**src/hw/rtl/afx_pkg.sv**
```systemverilog
// ----------------------------------------------------------------------------
// afx_pkg
// Shared types, codes and width helpers of the axis-aligned frame transform.
// ----------------------------------------------------------------------------
package afx_pkg;

    // fixed field widths and fixed-point constants
    localparam int COEF_W          = 16;
    localparam int WORD_W          = 32;
    localparam int PROD_W          = COEF_W + WORD_W;
    localparam int FRAC_Q14        = 14;
    localparam int HALF_Q14        = 8192;
    localparam int CFG_ADDR_W      = 3;
    localparam int COORD_WIDTH_DEF = 32;

    // xy-plane length below which the frame counts as flat
    localparam logic [COEF_W-1:0] FLAT_EPSILON = 16'd1;

    // command codes
    typedef enum logic [1:0] {
        CMD_PT_W2L  = 2'd0,
        CMD_PT_L2W  = 2'd1,
        CMD_VEC_W2L = 2'd2,
        CMD_VEC_L2W = 2'd3
    } t_cmd;

    // register indexes
    typedef enum logic [CFG_ADDR_W-1:0] {
        CFG_AXIS_X   = 3'd0,
        CFG_AXIS_Y   = 3'd1,
        CFG_AXIS_Z   = 3'd2,
        CFG_ORIGIN_X = 3'd3,
        CFG_ORIGIN_Y = 3'd4,
        CFG_ORIGIN_Z = 3'd5
    } t_cfg_addr;

    typedef logic signed [COEF_W-1:0] t_coef;
    typedef t_coef [2:0]              t_coef3;
    typedef t_coef [8:0]              t_rot;
    typedef logic signed [WORD_W-1:0] t_word32;
    typedef t_word32 [2:0]            t_vec32;

    // input word
    typedef struct packed {
        t_cmd                     cmd;
        logic signed [WORD_W-1:0] in_x;
        logic signed [WORD_W-1:0] in_y;
        logic signed [WORD_W-1:0] in_z;
    } t_in_word;

    // result word
    typedef struct packed {
        logic signed [WORD_W-1:0] out_x;
        logic signed [WORD_W-1:0] out_y;
        logic signed [WORD_W-1:0] out_z;
        logic                     saturated;
    } t_out_word;

    // configuration write as seen by the frame unit
    typedef struct packed {
        logic                  vld;
        logic [CFG_ADDR_W-1:0] addr;
        logic [WORD_W-1:0]     data;
    } t_cfg_wr;

    // per-stage advance enables of the transform pipeline
    typedef struct packed {
        logic a;
        logic b;
        logic c;
    } t_pipe_en;

    // width of the added offset or origin term
    function automatic int add_width(input int cw);
        return (cw > WORD_W) ? cw : WORD_W;
    endfunction

    // width of the exact lane sum
    function automatic int acc_width(input int cw);
        int a;
        a = add_width(cw) + FRAC_Q14;
        return ((a > PROD_W + 2) ? a : PROD_W + 2) + 2;
    endfunction

    // width of the lane sum after rounding to Q16.16
    function automatic int rnd_width(input int cw);
        return acc_width(cw) - FRAC_Q14;
    endfunction

endpackage

```
**src/hw/rtl/afx_merge.sv**
```systemverilog
// ----------------------------------------------------------------------------
// afx_merge
// Output stage: saturates the three lane sums to the coordinate range and
// merges their clamp flags into one result word register.
// ----------------------------------------------------------------------------
module afx_merge #(
    parameter int COORD_WIDTH = afx_pkg::COORD_WIDTH_DEF
) (
    input  logic                                              i_clk,
    input  afx_pkg::t_pipe_en                                 i_en,
    input  logic signed [afx_pkg::rnd_width(COORD_WIDTH)-1:0] i_rnd [3],
    output afx_pkg::t_out_word                                o_word
);
    import afx_pkg::*;

    localparam int RND_W = rnd_width(COORD_WIDTH);

    localparam logic signed [RND_W-1:0] SAT_HI =
        {{(RND_W-COORD_WIDTH+1){1'b0}}, {(COORD_WIDTH-1){1'b1}}};
    localparam logic signed [RND_W-1:0] SAT_LO = ~SAT_HI;

    logic signed [RND_W-1:0] n_sat [3];
    logic [2:0]              n_clamp;
    t_out_word               r_word;

    // clamp each component
    always_comb begin
        for (int i = 0; i < 3; i++) begin
            if (i_rnd[i] > SAT_HI) begin
                n_sat[i]   = SAT_HI;
                n_clamp[i] = 1'b1;
            end else if (i_rnd[i] < SAT_LO) begin
                n_sat[i]   = SAT_LO;
                n_clamp[i] = 1'b1;
            end else begin
                n_sat[i]   = i_rnd[i];
                n_clamp[i] = 1'b0;
            end
        end
    end

    // stage c: result word register
    always_ff @(posedge i_clk) begin
        if (i_en.c) begin
            r_word.out_x     <= n_sat[0][WORD_W-1:0];
            r_word.out_y     <= n_sat[1][WORD_W-1:0];
            r_word.out_z     <= n_sat[2][WORD_W-1:0];
            r_word.saturated <= |n_clamp;
        end
    end

    assign o_word = r_word;

endmodule

```
**config.mk**
```make
export PLATFORM = sky130hd
export DESIGN_NAME = afx_merge
export DESIGN_NICKNAME = d
export VERILOG_FILES = /design/src/hw/rtl/afx_pkg.sv /design/src/hw/rtl/afx_merge.sv
export SDC_FILE = /design/constraint.sdc
export NUM_CORES = 1
export LEC_CHECK = 0
export BUFFER_PORTS_ARGS = -buffer_cell sky130_fd_sc_hd__buf_2
export CORE_ASPECT_RATIO = 1.4
export CORE_MARGIN = 2
export CORE_UTILIZATION = 44
export DETAILED_ROUTE_END_ITERATION = 10
export PLACE_DENSITY_LB_ADDON = 0.08
export SLEW_MARGIN = 20
export SYNTH_ARGS = -nofsm -noshare
export SYNTH_HDL_FRONTEND = slang
export SYNTH_SLANG_ARGS = --single-unit
export TNS_END_PERCENT = 1
```
**constraint.sdc**
```tcl
create_clock -name i_clk -period 2 [get_ports i_clk]
set_clock_uncertainty 0.1 [all_clocks]
set_input_delay 0.4 -clock i_clk [delete_from_list [all_inputs] [get_ports i_clk]]
set_output_delay 0.4 -clock i_clk [all_outputs]
set_load 0.02 [all_outputs]
```
==> run summary <==
Pwr dens -> 899 nW/um^2
Post-DP HPWL -> 6270 um
Slew @ Worst Pin -> 0.387 ns
CP Data Arrival Time -> 1.66 ns
Minimum clock period -> 1.68 ns
Top Ports -> 215
Total iterations of the first detailed-routing run -> 4
Core ar. -> 8510 um^2
Final ANT Viol Nets -> 0
Peak supply drop -> 0.000500 V
Compound-gate portion of the synthesized area -> 19.2%
Critical Path RT -> 1.98 ns
Post-CTS Hold Buffers -> 0
Antenna diodes -> 0
Fin crit share -> 84.2%
Clock transition at path regs -> 0.06 ns
Die Area -> 9410 um^2
Layout area overhead -> 39.0%
Util after Layout -> 62.1%
Worst Setup End Kind -> flip-flop
Setup TNS -> 0 ns
CTS sink count -> 97
Via count -> 2,758
Final hold vios -> 0
Synth unique cells -> 13
Remaining Overflow, GRT -> 0
Synth warnings -> 0
Post-route DRC -> 0
Fin. max-slew vios -> 0
Synth Area in Adders -> 0%
DRT Wirelength -> 8910 um
Vias per cell -> 4.99
Max capacitance violation total -> 0
Mux cell area share after synthesis -> 0%
CTS Buf Count -> 9
CTS tree -> done
Worst min path class -> in -> reg
Final instance area -> 5280 um^2
#FFs+latches synth -> 97
Syn Area/Cell -> 16.4 um^2
Status -> finished, final reports clean
Vias in the first global route -> 2,730
Sequential area share after synthesis -> 76.6%
Die width -> 82.6 um
Cts repair resizes -> 0
Net count, final -> 561
Crit start category -> input port
Final setup violation count -> 0
Die Y-Extent -> 114 um
Largest net degree at the start of global routing -> 73
Mapped Cells -> 232
Syn nets -> 350
Slew HR -> 74.2%
Initial DRC Count -> 126
Port Buf Inserts -> 212
Crit-path max FO -> 2
First-pass GRT wire length -> 13,100 um
Initial Utilization -> 44.7%
Post-CTS setup buffers -> 0
Core Rows -> 40
Initial antenna violation count -> 1
Overall global routing resource usage -> 19.2%
Worst Hold Slack -> 0.194 ns
Post-DP Area -> 5020 um^2
Synthesized area -> 3800 um^2
Synth Area in XOR/XNOR -> 0%
Simple-Gate Fraction of Synth Area -> 2.17%
Largest register FFs -> 97
Leak -> 2.43 nW
Design Power -> 4.75 mW
CTS Buffer Depth -> 2
Largest family of logic cells by synthesized area -> compound AO/OA/AOI/OAI gates
WS Path Type -> in -> reg
Per-cell routed wire length -> 16.1 um
Routability-driven placement congestion ratio -> 0.742
CTS H-Tree Depth -> 3
Root buf cell -> clkbuf_16
RSZ-0062 raised after global routing -> no
Peak Freq -> 594 MHz
Layout cell share with drive strength beyond 1 -> 53.8%
-- layer usage --
| metal | up-vias | GRT usage (%) | wire (um) |
|---|---|---|---|
| li1 | 1320 | - | - |
| met1 | 1273 | 22.4 | 3260 |
| met2 | 142 | 30.2 | 4400 |
| met3 | 21 | 7.20 | 952 |
| met4 | 2 | 10.9 | 292 |
| met5 | - | 0 | 7 |
-- Yosys cell counts, drive strengths merged --
cell type / instances / area [um^2]
a21oi: 3 / 15.0
nand2b: 2 / 12.5
nand2: 3 / 11.3
edfxtp: 97 / 2910
nand4: 3 / 18.8
or4b: 1 / 10.0
a21o: 62 / 465
o21ai: 3 / 15.0
nor4: 3 / 18.8
nor2: 3 / 11.3
clkbuf: 21 / 78.8
o21a: 31 / 233
-- area by class of cell --
cell class / instances / area [um^2]
clock buffers: 9 / 225
well taps: 105 / 131
repair buffers: 221 / 1140
clock inverters: 7 / 37.5
flip-flops and latches: 97 / 2910
fillers: 734 / 3220
multi-input cells: 114 / 833
-- worst max-delay path: stages --
cell	delay, ns
buf_2	0.10
nor4_1	0.31
buf_4	0.18
a21oi_2	0.05
nand2b_1	0.14
or4b_1	0.48
-- layout by cell type (no fill, tap or decap), types with 2 or more instances in the layout --
cell	count
a21o_1	62
a21oi_2	3
buf_2	211
buf_4	9
clkbuf_16	9
clkinv_1	2
clkinv_2	3
clkinvlp_4	2
edfxtp_1	97
nand2_1	3
nand2b_1	2
nand4_1	3
nor2_1	3
nor4_1	3
o21a_1	31
o21ai_2	3
-- final timing paths --
| check | startpoint | endpoint | slack (ns) | cells past startpoint |
|---|---|---|---|---|
| setup / recovery | i_rnd[108] | o_word[0] | 0.32 | 6 |
| hold / removal | i_rnd[113] | o_word[96] | 0.19 | 1 |
-- power by group --
group          switching [mW]  internal [mW]
Sequential             0.0392           2.44
Clock                   0.693          0.826
Combinational           0.465          0.287
Total                    1.20           3.56
-- cells by family after synthesis --
group	count (synthesis)
flops	97
buf+inv	21
compound gates	99
simple gates	15
-- per-stage QoR --
stage	worst slack (ns)	std cells
3_5_place_dp	-0.0309	537
3_3_place_gp	-0.0706	537
4_1_cts	0.327	553
5_1_grt	0.182	553
6_report	0.315	553
2_1_floorplan	0.204	232
Power figures use the tool's default switching activity.
