**src/hw/rtl/afx_pkg.sv**
```systemverilog
// ----------------------------------------------------------------------------
// afx_pkg
// Shared types, codes and width helpers of the axis-aligned frame transform.
// ----------------------------------------------------------------------------
package afx_pkg;

    // fixed field widths and fixed-point constants
    localparam int COEF_W          = 16;
    localparam int WORD_W          = 32;
    localparam int PROD_W          = COEF_W + WORD_W;
    localparam int FRAC_Q14        = 14;
    localparam int HALF_Q14        = 8192;
    localparam int CFG_ADDR_W      = 3;
    localparam int COORD_WIDTH_DEF = 32;

    // xy-plane length below which the frame counts as flat
    localparam logic [COEF_W-1:0] FLAT_EPSILON = 16'd1;

    // command codes
    typedef enum logic [1:0] {
        CMD_PT_W2L  = 2'd0,
        CMD_PT_L2W  = 2'd1,
        CMD_VEC_W2L = 2'd2,
        CMD_VEC_L2W = 2'd3
    } t_cmd;

    // register indexes
    typedef enum logic [CFG_ADDR_W-1:0] {
        CFG_AXIS_X   = 3'd0,
        CFG_AXIS_Y   = 3'd1,
        CFG_AXIS_Z   = 3'd2,
        CFG_ORIGIN_X = 3'd3,
        CFG_ORIGIN_Y = 3'd4,
        CFG_ORIGIN_Z = 3'd5
    } t_cfg_addr;

    typedef logic signed [COEF_W-1:0] t_coef;
    typedef t_coef [2:0]              t_coef3;
    typedef t_coef [8:0]              t_rot;
    typedef logic signed [WORD_W-1:0] t_word32;
    typedef t_word32 [2:0]            t_vec32;

    // input word
    typedef struct packed {
        t_cmd                     cmd;
        logic signed [WORD_W-1:0] in_x;
        logic signed [WORD_W-1:0] in_y;
        logic signed [WORD_W-1:0] in_z;
    } t_in_word;

    // result word
    typedef struct packed {
        logic signed [WORD_W-1:0] out_x;
        logic signed [WORD_W-1:0] out_y;
        logic signed [WORD_W-1:0] out_z;
        logic                     saturated;
    } t_out_word;

    // configuration write as seen by the frame unit
    typedef struct packed {
        logic                  vld;
        logic [CFG_ADDR_W-1:0] addr;
        logic [WORD_W-1:0]     data;
    } t_cfg_wr;

    // per-stage advance enables of the transform pipeline
    typedef struct packed {
        logic a;
        logic b;
        logic c;
    } t_pipe_en;

    // width of the added offset or origin term
    function automatic int add_width(input int cw);
        return (cw > WORD_W) ? cw : WORD_W;
    endfunction

    // width of the exact lane sum
    function automatic int acc_width(input int cw);
        int a;
        a = add_width(cw) + FRAC_Q14;
        return ((a > PROD_W + 2) ? a : PROD_W + 2) + 2;
    endfunction

    // width of the lane sum after rounding to Q16.16
    function automatic int rnd_width(input int cw);
        return acc_width(cw) - FRAC_Q14;
    endfunction

endpackage

```
**src/hw/rtl/afx_lane.sv**
```systemverilog
// ----------------------------------------------------------------------------
// afx_lane
// One output component: three products in the first stage, exact sum with
// the offset term and rounding to Q16.16 in the second.
// ----------------------------------------------------------------------------
module afx_lane #(
    parameter int COORD_WIDTH = afx_pkg::COORD_WIDTH_DEF
) (
    input  logic                                                i_clk,
    input  afx_pkg::t_pipe_en                                   i_en,
    input  afx_pkg::t_coef3                                     i_coef,
    input  afx_pkg::t_vec32                                     i_vec,
    input  logic signed [afx_pkg::add_width(COORD_WIDTH)-1:0]   i_add,
    output logic signed [afx_pkg::rnd_width(COORD_WIDTH)-1:0]   o_rnd
);
    import afx_pkg::*;

    localparam int ADD_W = add_width(COORD_WIDTH);
    localparam int ACC_W = acc_width(COORD_WIDTH);
    localparam int RND_W = rnd_width(COORD_WIDTH);

    logic signed [PROD_W-1:0] r_prod [3];
    logic signed [ADD_W-1:0]  r_add;
    logic signed [RND_W-1:0]  r_rnd;
    logic signed [ACC_W-1:0]  n_sum;

    // stage a: coefficient times coordinate
    always_ff @(posedge i_clk) begin
        if (i_en.a) begin
            for (int j = 0; j < 3; j++) begin
                r_prod[j] <= $signed(i_coef[j]) * $signed(i_vec[j]);
            end
            r_add <= i_add;
        end
    end

    // exact Q.30 sum plus half an lsb of the result
    always_comb begin
        n_sum = ACC_W'(r_prod[0]) + ACC_W'(r_prod[1]) + ACC_W'(r_prod[2])
              + (ACC_W'(r_add) <<< FRAC_Q14) + ACC_W'(HALF_Q14);
    end

    // stage b: floor to Q16.16
    always_ff @(posedge i_clk) begin
        if (i_en.b) begin
            r_rnd <= n_sum[ACC_W-1:FRAC_Q14];
        end
    end

    assign o_rnd = r_rnd;

endmodule

```
**config.mk**
```make
export PLATFORM = sky130hd
export DESIGN_NAME = afx_lane
export DESIGN_NICKNAME = d
export VERILOG_FILES = /design/src/hw/rtl/afx_pkg.sv /design/src/hw/rtl/afx_lane.sv
export SDC_FILE = /design/constraint.sdc
export NUM_CORES = 2
export LEC_CHECK = 0
export BUFFER_PORTS_ARGS = -buffer_cell sky130_fd_sc_hd__buf_2
export CORE_MARGIN = 3
export CORE_UTILIZATION = 65
export DETAILED_ROUTE_END_ITERATION = 8
export PLACE_DENSITY = 0.89
export SKIP_CTS_REPAIR_TIMING = 1
export SLEW_MARGIN = 25
export SYNTH_ARGS = -nofsm -noshare
export SYNTH_HDL_FRONTEND = slang
export SYNTH_SLANG_ARGS = --single-unit
```
**constraint.sdc**
```tcl
create_clock -name i_clk -period 9 [get_ports i_clk]
set_input_delay 0.45 -clock i_clk [delete_from_list [all_inputs] [get_ports i_clk]]
set_output_delay 0.45 -clock i_clk [all_outputs]
set_load 0.02 [all_outputs]
```
==> qor.csv <==
metric,value,unit
synth_cell_type_count,81,
cts_buffers,23,
slowest_stage,buf_2,
layout_min_cycle_time,7.286,ns
cts.sinks,214,
hp-class,input port to flop,
die_h,318.2,um
setup_viol,0,
drtPass1Iterations,7,
whs_endpoint,r_add[2],
fin_skew,0.01677,ns
r2r_slack,4.07,ns
period_share,0.8096,
cp_common_cell,fa_1,
fillers,6600,
worstPathRequired,9.29,ns
synthCells,6632,
port_buffers,216,
std_cell_rows,113,
start_kind,input port,
drive_above_1_share,0.04388,
syn_area,0.06335,sq mm
grt_pass1_vias,52230,
cts_root_buffer,clkbuf_16,
yosys.area.top_type,fa_1,
num_vias,46710,
fin_tns_setup,0,ns
final.setup.worst_slack,1.714,ns
synth_top_area_frac,0.4867,
fp.dieW,318.2,um
detail-route-antenna-nets,0,
synthTopCellsByArea,"fa_1 49%, edfxtp_1 10%, inv_1 9.9%",
place_hpwl,127700,um
yosysMostFrequentCell,inv_1,
routabilityCongestion,0.9518,
grt_first_pass_wirelength,266700,um
cp_max_fo,32,
reg2reg_from,r_prod[0][62],
fin_nets,8738,
min_path_cells,1,
finalHoldViolations,0,
clock_latency,0.56,ns
synthArstFlopShare,0,
r2r_end,o_rnd[29],
slew_violations,0,
post_drt_wl_per_cell,20.64,um
drt-total-wl,163200,um
ys_seq_area_frac,0.1014,
core,0.09586,sq mm
critPathKind,input port to flop,
avgSynthCellArea,9.552,sq um
max_slew_margin,0.3222,
dr.first_iter.drc_count,4132,
ios,218,
clk_pin_slew,0.07,ns
cts_tree,yes,
yosysWarnings,0,
end_kind,flop,
synth-seq-cells,214,
regArea,0.006426,sq mm
synth.top_cells.by_count,"1668 x inv_1, 1540 x fa_1, 907 x nand2_1",
reg2regPathDepth,12,
layout.cells.non_filler,7908,
grt_start_max_net_pins,78,
synth_fp_nets,8754,
clock_path_buffers,3,
syn_to_final_growth,3.933,%
dpl.cell_count,7856,
grt_util_all_layers,0.3322,
path_cells,"buf_2, nand2_1, fa_1, fa_1, fa_1, inv_1, fa_1, fa_1, inv_1, fa_1, inv_1, ha_1, a21o_1, a21oi_1, o21bai_1, a31oi_1, o21ai_0, or3b_2, o21ai_1, o21ai_1, and4_1, nor3_1",
min-delay-start,i_add[2],
multiInputGateArea,0.04966,sq mm
htree_num_levels,1,
ys.flop_type,edfxtp_1,
status,completed,
vias_per_cell,5.906,
post-route-drc-count,0,
overflow,0,
dieArea,0.1012,sq mm
dp_slack,1.326,ns
rsz0062_at_grt,no,
max_stage_delay,0.61,ns
antenna_found_initial,15,
synth_edf_count,214,
critPathArrivalTime,7.57,ns
fmax,137.2,MHz
max_cap_violations,0,
worstMarginPinSlew,1.017,ns
start_util,0.6608,
-- logic make-up after synthesis --
family	after synthesis	synth area share
buffers and inverters	1934	0.1146
adder cells (fa/ha/maj)	1942	0.5661
multiplexers	2	0.0003160
flip-flops	214	0.1014
AO/OA/AOI/OAI	473	0.04914
XOR/XNOR	181	0.02503
AND/OR/NAND/NOR	1886	0.1434
-- critical path, delay by kind of cell --
kind	cells	cell delay, ns
fa+ha+maj	7	3.52
simple gates	4	1.37
buf+inv	4	0.79
compound gates	7	1.43
-- worst max-delay path by stage --
stage / start / end / slack [ns]
floorplan: i_vec[93] / r_prod[0][141] / 2.52
global placement: i_coef[10] / r_prod[0][47] / 1.40
detailed placement: i_coef[1] / r_prod[0][47] / 1.33
CTS: i_coef[1] / r_prod[0][47] / 1.88
global route: i_coef[17] / r_prod[0][95] / 1.43
finish: i_coef[1] / r_prod[0][47] / 1.71
-- layer usage --
| layer | share of wire | vias to the layer above | wire [um] | global-route usage |
|---|---|---|---|---|
| met1 | 0.34 | 23390 | 55270 | 0.4096 |
| met2 | 0.48 | 2998 | 77580 | 0.5401 |
| li1 | - | 19480 | - | - |
| met3 | 0.12 | 839 | 18860 | 0.07753 |
| met4 | 0.070 | 8 | 11470 | 0.1930 |
| met5 | 0.00031 | - | 50 | 0 |
-- placed cells by master (no fill, tap or decap), types with 17 or more instances in the layout --
master	netlist	final
a21o_1	78	78
a21oi_1	146	146
and2_1	624	624
and3_1	19	19
buf_2	0	215
clkbuf_16	0	23
edfxtp_1	214	214
fa_1	1540	1540
ha_1	402	402
inv_1	1668	1668
nand2_1	907	907
nand2b_1	34	34
nand3_1	38	38
nand4_1	21	21
nor2_1	167	167
nor2b_1	22	22
o21ai_0	76	76
o21bai_1	17	17
xnor2_1	124	124
xor2_1	57	57
-- flip-flops by register name, summed over array words and instances, names as in the netlist --
signal	flops
r_prod	144
o_rnd	38
r_add	32
-- per-stage QoR --
stage | util | hold slack [ns] | cell area [sq um]
after floorplan | - | 0.5489 | 63350
after global placement | 0.6788 | 0.6276 | 65070
after detailed placement | 0.6788 | 0.6281 | 65070
after CTS | 0.6865 | 0.05126 | 65810
after global routing | 0.6866 | 0.06025 | 65820
final | 0.6868 | 0.06220 | 65840
-- layout make-up --
type / count / share of cell area
tap: 1265 / 0.02404
multi-input combinational: 4484 / 0.7543
antenna: 11 / 0.0004181
clock inverter: 18 / 0.002433
clock buffer: 23 / 0.008742
inverter: 1671 / 0.09527
sequential: 214 / 0.09761
timing repair buffer: 222 / 0.01720
Power is not shown: default switching activity piles up to over one toggle a cycle in this logic, so the estimate is an artifact.
